$ cat src/rtl/lvsm_pkg.sv
// Shared types and constants for the low-voltage shutdown monitor.
// No dependencies; used by lvsm_step and low_voltage_shutdown_monitor_top.
`timescale 1ns / 1ps
`default_nettype none

package lvsm_pkg;

   // Internal mode, one-hot
   typedef enum logic [4:0] {
      MODE_NORMAL      = 5'b00001,
      MODE_CHECK       = 5'b00010,
      MODE_CONFIRM     = 5'b00100,
      MODE_SHUTDOWN    = 5'b01000,
      MODE_WORKING_LOW = 5'b10000
   } mode_type;

   // Mode codes as reported on the result beat
   localparam logic [2:0] MODE_CODE_NORMAL      = 3'd0;
   localparam logic [2:0] MODE_CODE_CHECK       = 3'd1;
   localparam logic [2:0] MODE_CODE_CONFIRM     = 3'd2;
   localparam logic [2:0] MODE_CODE_SHUTDOWN    = 3'd3;
   localparam logic [2:0] MODE_CODE_WORKING_LOW = 3'd4;

   localparam logic [7:0] COUNT_MAX = 8'd255;

   // Register indexes on the csr port
   localparam logic [7:0] CSR_LOW_THRESHOLD     = 8'd0;
   localparam logic [7:0] CSR_WORKING_THRESHOLD = 8'd1;
   localparam logic [7:0] CSR_CHECK_INTERVAL    = 8'd2;
   localparam logic [7:0] CSR_CONFIRM_LIMIT     = 8'd3;

   // Reset values of the registers
   localparam logic [15:0] LOW_THRESHOLD_RESET     = 16'd3150;
   localparam logic [15:0] WORKING_THRESHOLD_RESET = 16'd3150;
   localparam logic [31:0] CHECK_INTERVAL_RESET    = 32'd500;
   localparam logic [7:0]  CONFIRM_LIMIT_RESET     = 8'd5;

   typedef struct packed {
      logic [15:0] low_threshold_mv;
      logic [15:0] working_threshold_mv;
      logic [31:0] check_interval_ticks;
      logic [7:0]  confirm_limit;
   } cfg_type;

   typedef struct packed {
      mode_type    mode;
      logic [31:0] last_check_tick;
      logic [7:0]  low_sample_count;
   } state_type;

   // Map one-hot mode to its reported code
   function automatic logic [2:0] mode_code(input mode_type m);
      logic [2:0] code;
      code = MODE_CODE_NORMAL;
      unique case (m)
         MODE_NORMAL:      code = MODE_CODE_NORMAL;
         MODE_CHECK:       code = MODE_CODE_CHECK;
         MODE_CONFIRM:     code = MODE_CODE_CONFIRM;
         MODE_SHUTDOWN:    code = MODE_CODE_SHUTDOWN;
         MODE_WORKING_LOW: code = MODE_CODE_WORKING_LOW;
         default:          code = MODE_CODE_NORMAL;
      endcase
      return code;
   endfunction

endpackage

`default_nettype wire

$ cat src/rtl/low_voltage_shutdown_monitor_top.sv
// Low-voltage shutdown monitor top level: input register, step logic, result register.
// Depends on lvsm_pkg and lvsm_step.
`timescale 1ns / 1ps
`default_nettype none

// Each req beat is one monitor pass (voltage, tick, charging flag) and yields exactly
// one rsp beat with the mode after the pass, the charger shutdown request and the low
// sample count. A beat is registered on entry, evaluated from the input register and
// loaded into the result register, which drives rsp_tvalid. One beat is taken every
// cycle while the result side is not stalled; the mode/tick/count state register
// updates in the same cycle the result register loads. Both sides stall cleanly.
// Registers are written through the csr port (index 0..3, others ignored), which is
// always ready; write them only while no pass is in flight.

module low_voltage_shutdown_monitor_top (
   input  logic        clock,
   input  logic        reset,
   // input stream
   input  logic        req_tvalid,
   output logic        req_tready,
   input  logic [55:0] req_tdata,   // [15:0] voltage_mv, [47:16] tick_now, [48] charging
   // result stream
   output logic        rsp_tvalid,
   input  logic        rsp_tready,
   output logic [15:0] rsp_tdata,   // [2:0] mode, [3] shutdown_request, [11:4] low_samples
   // register writes
   input  logic        csr_valid,
   output logic        csr_ready,
   input  logic [7:0]  csr_index,
   input  logic [31:0] csr_data
);

   lvsm_pkg::cfg_type   cfg_ff;
   lvsm_pkg::state_type state_ff;
   lvsm_pkg::state_type state_in;

   logic        s1_valid_ff;
   logic [15:0] voltage_ff;
   logic [31:0] tick_ff;
   logic        charging_ff;

   logic        rsp_valid_ff;
   logic [2:0]  rsp_mode_ff;
   logic        rsp_request_ff;
   logic [7:0]  rsp_count_ff;

   logic        request_in;
   logic        advance;

   // Register file writes
   assign csr_ready = 1'b1;

   always_ff @(posedge clock) begin
      if (reset) begin
         cfg_ff.low_threshold_mv     <= lvsm_pkg::LOW_THRESHOLD_RESET;
         cfg_ff.working_threshold_mv <= lvsm_pkg::WORKING_THRESHOLD_RESET;
         cfg_ff.check_interval_ticks <= lvsm_pkg::CHECK_INTERVAL_RESET;
         cfg_ff.confirm_limit        <= lvsm_pkg::CONFIRM_LIMIT_RESET;
      end else if (csr_valid) begin
         unique case (csr_index)
            lvsm_pkg::CSR_LOW_THRESHOLD:     cfg_ff.low_threshold_mv     <= csr_data[15:0];
            lvsm_pkg::CSR_WORKING_THRESHOLD: cfg_ff.working_threshold_mv <= csr_data[15:0];
            lvsm_pkg::CSR_CHECK_INTERVAL:    cfg_ff.check_interval_ticks <= csr_data;
            lvsm_pkg::CSR_CONFIRM_LIMIT:     cfg_ff.confirm_limit        <= csr_data[7:0];
            default: ;
         endcase
      end
   end

   // Handshake: move the input stage on when the result slot is free or draining
   assign advance    = s1_valid_ff && (!rsp_valid_ff || rsp_tready);
   assign req_tready = !s1_valid_ff || advance;

   // Input register
   always_ff @(posedge clock) begin
      if (reset) begin
         s1_valid_ff <= 1'b0;
      end else if (req_tready) begin
         s1_valid_ff <= req_tvalid;
      end
   end

   always_ff @(posedge clock) begin
      if (req_tvalid && req_tready) begin
         voltage_ff  <= req_tdata[15:0];
         tick_ff     <= req_tdata[47:16];
         charging_ff <= req_tdata[48];
      end
   end

   lvsm_step u_step (
      .cfg              (cfg_ff),
      .state_cur        (state_ff),
      .voltage_mv       (voltage_ff),
      .tick_now         (tick_ff),
      .charging         (charging_ff),
      .state_nxt        (state_in),
      .shutdown_request (request_in)
   );

   // Monitor state: update once per evaluated beat
   always_ff @(posedge clock) begin
      if (reset) begin
         state_ff.mode             <= lvsm_pkg::MODE_NORMAL;
         state_ff.last_check_tick  <= 32'd0;
         state_ff.low_sample_count <= 8'd0;
      end else if (advance) begin
         state_ff <= state_in;
      end
   end

   // Result register
   always_ff @(posedge clock) begin
      if (reset) begin
         rsp_valid_ff <= 1'b0;
      end else if (advance) begin
         rsp_valid_ff <= 1'b1;
      end else if (rsp_tready) begin
         rsp_valid_ff <= 1'b0;
      end
   end

   always_ff @(posedge clock) begin
      if (advance) begin
         rsp_mode_ff    <= lvsm_pkg::mode_code(state_in.mode);
         rsp_request_ff <= request_in;
         rsp_count_ff   <= state_in.low_sample_count;
      end
   end

   assign rsp_tvalid = rsp_valid_ff;
   assign rsp_tdata  = {4'd0, rsp_count_ff, rsp_request_ff, rsp_mode_ff};

   // A shutdown request is only ever reported together with shutdown mode
   a_request_mode: assert property (@(posedge clock) disable iff (reset)
      (rsp_tvalid && rsp_tdata[3]) |-> (rsp_tdata[2:0] == lvsm_pkg::MODE_CODE_SHUTDOWN))
      else $error("shutdown request without shutdown mode");

   // Confirm always moves to shutdown on the next evaluated beat
   a_confirm_next: assert property (@(posedge clock) disable iff (reset)
      (advance && state_ff.mode == lvsm_pkg::MODE_CONFIRM)
      |=> (state_ff.mode == lvsm_pkg::MODE_SHUTDOWN))
      else $error("confirm did not lead to shutdown");

   // State holds while no beat is evaluated
   a_state_hold: assert property (@(posedge clock) disable iff (reset)
      !advance |=> $stable(state_ff))
      else $error("monitor state changed without a beat");

   // A full pipeline with a stalled output refuses new beats
   a_backpressure: assert property (@(posedge clock) disable iff (reset)
      (s1_valid_ff && rsp_valid_ff && !rsp_tready) |-> !req_tready)
      else $error("input accepted while pipeline is full and stalled");

endmodule

`default_nettype wire

$ cat src/rtl/lvsm_step.sv
// One monitor pass: next mode, check tick and low count from the current state.
// Depends on lvsm_pkg (cfg_type, state_type, mode_type).
`timescale 1ns / 1ps
`default_nettype none

module lvsm_step (
   input  lvsm_pkg::cfg_type   cfg,
   input  lvsm_pkg::state_type state_cur,
   input  logic [15:0]         voltage_mv,
   input  logic [31:0]         tick_now,
   input  logic                charging,
   output lvsm_pkg::state_type state_nxt,
   output logic                shutdown_request
);

   logic        is_low;
   logic        is_working_low;
   logic        elapsed;
   logic [31:0] tick_diff;
   logic [7:0]  count_inc;

   // Classify the sample; zero voltage is never low
   assign is_low         = (voltage_mv != 16'd0) && (voltage_mv <= cfg.low_threshold_mv);
   assign is_working_low = (voltage_mv != 16'd0) && (voltage_mv <= cfg.working_threshold_mv);

   // Wrapping interval check
   assign tick_diff = tick_now - state_cur.last_check_tick;
   assign elapsed   = tick_diff >= cfg.check_interval_ticks;

   // Saturating increment of the low count
   assign count_inc = (state_cur.low_sample_count < lvsm_pkg::COUNT_MAX) ?
                      state_cur.low_sample_count + 8'd1 : state_cur.low_sample_count;

   // Mode transitions
   always_comb begin
      state_nxt        = state_cur;
      shutdown_request = 1'b0;
      unique case (state_cur.mode)
         lvsm_pkg::MODE_NORMAL: begin
            if (is_low) begin
               state_nxt.mode             = lvsm_pkg::MODE_CHECK;
               state_nxt.low_sample_count = 8'd0;
               state_nxt.last_check_tick  = tick_now;
            end else if (is_working_low) begin
               state_nxt.mode = lvsm_pkg::MODE_WORKING_LOW;
            end
         end
         lvsm_pkg::MODE_WORKING_LOW: begin
            if (elapsed) begin
               state_nxt.last_check_tick = tick_now;
               if (is_low) begin
                  state_nxt.mode             = lvsm_pkg::MODE_CHECK;
                  state_nxt.low_sample_count = 8'd0;
               end else if (voltage_mv > cfg.working_threshold_mv) begin
                  state_nxt.mode = lvsm_pkg::MODE_NORMAL;
               end
            end
         end
         lvsm_pkg::MODE_CHECK: begin
            if (elapsed) begin
               state_nxt.last_check_tick = tick_now;
               if (is_low) begin
                  state_nxt.low_sample_count = count_inc;
                  if (count_inc >= cfg.confirm_limit) begin
                     state_nxt.mode = lvsm_pkg::MODE_CONFIRM;
                  end
               end else begin
                  state_nxt.mode = lvsm_pkg::MODE_NORMAL;
               end
            end
         end
         lvsm_pkg::MODE_CONFIRM: begin
            shutdown_request = !charging;
            state_nxt.mode   = lvsm_pkg::MODE_SHUTDOWN;
         end
         default: begin
            // Shutdown and any stray code return to normal
            state_nxt.mode = lvsm_pkg::MODE_NORMAL;
         end
      endcase
   end

endmodule

`default_nettype wire

$ cat config.mk
export PLATFORM = sky130hd
export DESIGN_NAME = low_voltage_shutdown_monitor_top
export DESIGN_NICKNAME = d
export VERILOG_FILES = /design/src/rtl/lvsm_pkg.sv /design/src/rtl/low_voltage_shutdown_monitor_top.sv /design/src/rtl/lvsm_step.sv
export SDC_FILE = /design/constraint.sdc
export NUM_CORES = 1
export LEC_CHECK = 0
export BUFFER_PORTS_ARGS = -buffer_cell sky130_fd_sc_hd__buf_2
export CORE_MARGIN = 3
export CORE_UTILIZATION = 60
export DETAILED_ROUTE_END_ITERATION = 7
export PLACE_DENSITY_LB_ADDON = 0.25
export SYNTH_ARGS = -nofsm -noshare
export SYNTH_HDL_FRONTEND = slang
export SYNTH_HIERARCHICAL = 1
export SYNTH_SLANG_ARGS = --single-unit
$ cat constraint.sdc
create_clock -name clock -period 5 [get_ports clock]
set_input_delay 1.25 -clock clock [delete_from_list [all_inputs] [get_ports clock]]
set_output_delay 1.25 -clock clock [all_outputs]
set_load 0.02 [all_outputs]
==> results.yml <==
pwr:
  p_per_area_nw_per_um2: 285.4
  p_leak_uw: 0.005297
  switching_share_pct: 26.81
  combPwrFrac_pct: 20.7
  p_sw_uw: 976.3
  p_int_uw: 2665
  ir_worst_vdd_mv: 0.2467
  seq_power_share_pct: 43.6
  p_clk_share_pct: 35.7
routing:
  wirelength_mm: 25.32
  num_vias: 8822
  viasPerCell: 5.804
  antenna_left: 0
  drtIter0Drc: 577
  drcViolationCount: 0
  wire_per_inst_um: 16.65
  firstDrtPassIters: 5
sta:
  rsz0062_at_grt: "yes"
  slew_headroom_pct: 29.98
  hold_slack_ns: 0.4753
  maxSlewViolCount: 0
  hold_viol_final: 0
  setup_viol: 15
  period_minus_slack_ns: 5.023
  fmax_ghz: 0.1991
  setup_slack_ns: -0.02259
  fin_skew_ns: 0.009134
  finalCritPeriodShare_pct: 100.5
  worst_pin_slew_ns: 1.050
  fin_setup_tns_ns: -0.1715
logic_synthesis:
  synthCells: 1174
  synth-edff-count: 61
  synth_area_um2: 11050
  synth_top_area_share_pct: 21.55
  synth-async-reset-ratio_pct: 0
  yosys-top-cells-area: "dfxtp_1 (22%), edfxtp_1 (17%), ha_1 (12%)"
  synth_top_cell_by_area: "dfxtp_1"
  yosys.cell_count.top_type: "dfxtp_1"
  ys_ff_latch: 180
  ys_types: 76
  synth_common_cells: "dfxtp_1 (119), inv_1 (115), ha_1 (104)"
  synthFlopType: "dfxtp_1"
  postSynthAreaPerCell_um2: 9.415
  synth_seq_area_share_pct: 38.13
  synth_warnings: 6
clock_network:
  cts.path.max_buffers: 2
  cts_tree: "built"
  clkTransAtPathRegs_ns: 0.07
  cts_made_buffers: 17
  cts.sinks: 180
  h-tree-depth: 4
  cts-root-buf: "clkbuf_16"
  clk_latency_ns: 0.43
global_route:
  grt_max_degree: 80
  grt_pass1_wl_mm: 40.09
  grt_usage_pct: 24.34
  gr-total-overflow: 0
  antenna_found_initial: 0
  grt_pass1_vias: 8379
worst_setup_path:
  crit_end: "state_ff[13]$_SDFFE_PP0P_"
  r2r_setup_slack_ns: -0.02
  startpoint_type: "register"
  worstSetupStartpoint: "tick_ff[0]$_DFFE_PP_"
  critPathArrivalTime_ns: 5.33
  r2r_start: "tick_ff[0]$_DFFE_PP_"
  critPathMaxFanout: 8
  r2r_cells: 26
  r2r-end: "state_ff[13]$_SDFFE_PP0P_"
  end_kind: "register"
  required_ns: 5.30
  critical_path_class: "register to register"
floorplanning:
  core_um2: 18020
  start_util_pct: 61.32
  die_w_um: 141.7
  io_pins: 120
  fp.dieH_um: 141.7
  num_rows: 49
  die_area_um2: 20090
place:
  hpwl_mm: 17.23
  place_ws_ns: 0.08287
  port_buffers: 107
  gp_congestion: 0.8958
  place_area_um2: 11790
cells_and_area:
  fin_util_pct: 70.77
  area_delta_synth_final_pct: 15.41
  num_antenna_cells: 0
  final_layout_size_suffix_gt1_share_pct: 19.67
  num-nets-final: 1484
  final_cell_area_um2: 12760
job:
  cap_violations: 0
run_status:
  status: "finished, violations left"
  violations: "negative setup slack"
min_path:
  hold_path_class: "register to register"
-- critical path, stage by stage, from the launching register on --
cell	delay [ns]
edfxtp_1	0.36
inv_1	0.09
ha_1	0.14
inv_1	0.06
fa_2	0.35
a21o_1	0.18
nand4_1	0.11
nand2_2	0.09
a211oi_4	0.27
buf_4	0.16
buf_4	0.11
o31ai_1	0.08
a21oi_1	0.24
o21bai_1	0.10
a21oi_1	0.19
xnor2_1	0.15
ha_1	0.26
nor2b_1	0.15
o21ai_1	0.17
nand2b_1	0.13
a211oi_2	0.32
o211a_1	0.27
a211o_4	0.23
clkbuf_16	0.21
mux2_4	0.30
nand3_1	0.09
a21oi_1	0.07
-- how the worst min path moves through the flow --
stage	start	to	slack (ns)	cells past startpoint
after detailed placement	cfg_ff[63]$_SDFFE_PP0P_	cfg_ff[63]$_SDFFE_PP0P_	0.47	2
final	cfg_ff[36]$_SDFFE_PP0P_	cfg_ff[36]$_SDFFE_PP0P_	0.48	2
after floorplan	cfg_ff[11]$_SDFFE_PP0P_	cfg_ff[11]$_SDFFE_PP0P_	0.45	2
after CTS	cfg_ff[21]$_SDFFE_PP0P_	cfg_ff[21]$_SDFFE_PP0P_	0.48	2
after global placement	cfg_ff[69]$_SDFFE_PP0P_	cfg_ff[69]$_SDFFE_PP0P_	0.46	2
after global routing	cfg_ff[20]$_SDFFE_PP0P_	cfg_ff[20]$_SDFFE_PP0P_	0.50	2
-- through the flow --
stage / total power [µW] / std cells
floorplan: 2098 / 1177
global placement: 2249 / 1476
detailed placement: 2266 / 1476
CTS: 3551 / 1508
global route: 3797 / 1520
finish: 3641 / 1520
-- cells by family (layout without fill, tap and decap cells) --
kind of cell | Yosys count | in the layout | share of synthesized area, %
AO/OA/AOI/OAI | 262 | 262 | 14.34
XOR/XNOR | 34 | 34 | 2.694
adder cells (fa/ha/maj) | 105 | 105 | 11.95
buffers and inverters | 174 | 288 | 6.679
flip-flops | 180 | 180 | 38.13
multiplexers | 103 | 103 | 10.55
other | 2 | 5 | 0.06794
AND/OR/NAND/NOR | 314 | 314 | 15.59
-- layer usage --
layer / share of wire (%) / routed length (µm) / GRT usage, % / vias to the layer above
met4: 1.8 / 465 / 7.475 / 0
met3: 4.4 / 1118 / 3.505 / 33
met1: 45 / 11510 / 32.95 / 4229
met2: 48 / 12220 / 40.51 / 232
li1: - / - / - / 4328
met5: 0 / 0 / 0 / -
-- final cells by class --
class | instances | area (µm²)
inverters | 116 | 435.4
clock buffers | 25 | 496.7
flip-flops and latches | 180 | 4214
multi-input cells | 823 | 6371
well taps | 229 | 286.5
clock inverters | 7 | 71.32
fillers | 1377 | 5269
repair buffers | 140 | 880.8
-- flip-flops by register name, indices dropped and copies added, names as in the netlist --
register,count
cfg_ff,72
state_ff,45
tick_ff,32
voltage_ff,16
rsp_count_ff,8
rsp_mode_ff,3
charging_ff,1
rsp_request_ff,1
rsp_tvalid,1
s1_valid_ff,1
-- power by group through the flow --
stage / sequential (µW) / combinational [µW] / clock, µW
floorplan: 1610 / 486 / 0
global placement: 1620 / 633 / 0
detailed placement: 1620 / 648 / 0
CTS: 1590 / 655 / 1310
global route: 1590 / 830 / 1380
finish: 1590 / 755 / 1300
-- layout by cell type (no fill, tap or decap), types with 3 or more instances in the layout --
cell        count
buf_4          28
buf_2         106
nand4_1        16
o21ai_0        63
ha_4            6
o21bai_1        3
clkbuf_1        5
mux2i_1        73
a21oi_1        95
nor2b_1         7
nand2_1        23
edfxtp_1       61
clkbuf_16      22
nand3_1        57
dfxtp_1       119
nor4_1          7
mux2_2          3
ha_2            4
o21a_1          6
o21ai_2         4
and3_1          5
nor2_1         58
nand2b_1       94
xor2_1          7
or3_1           5
a21oi_2         8
a21o_1         38
and2_1          4
clkinvlp_4      3
inv_1         115
o21ai_1         5
conb_1          5
xnor2_1        27
nor3_1          7
or2_2           4
o31ai_1         3
ha_1           94
mux2_4         27
-- repair_timing --
item,in CTS,in global routing
buffers inserted,0,8
resized for setup,0,51
hold buffers,0,0
setup endpoints to repair,0,54
(Power assumes the default switching activity.)
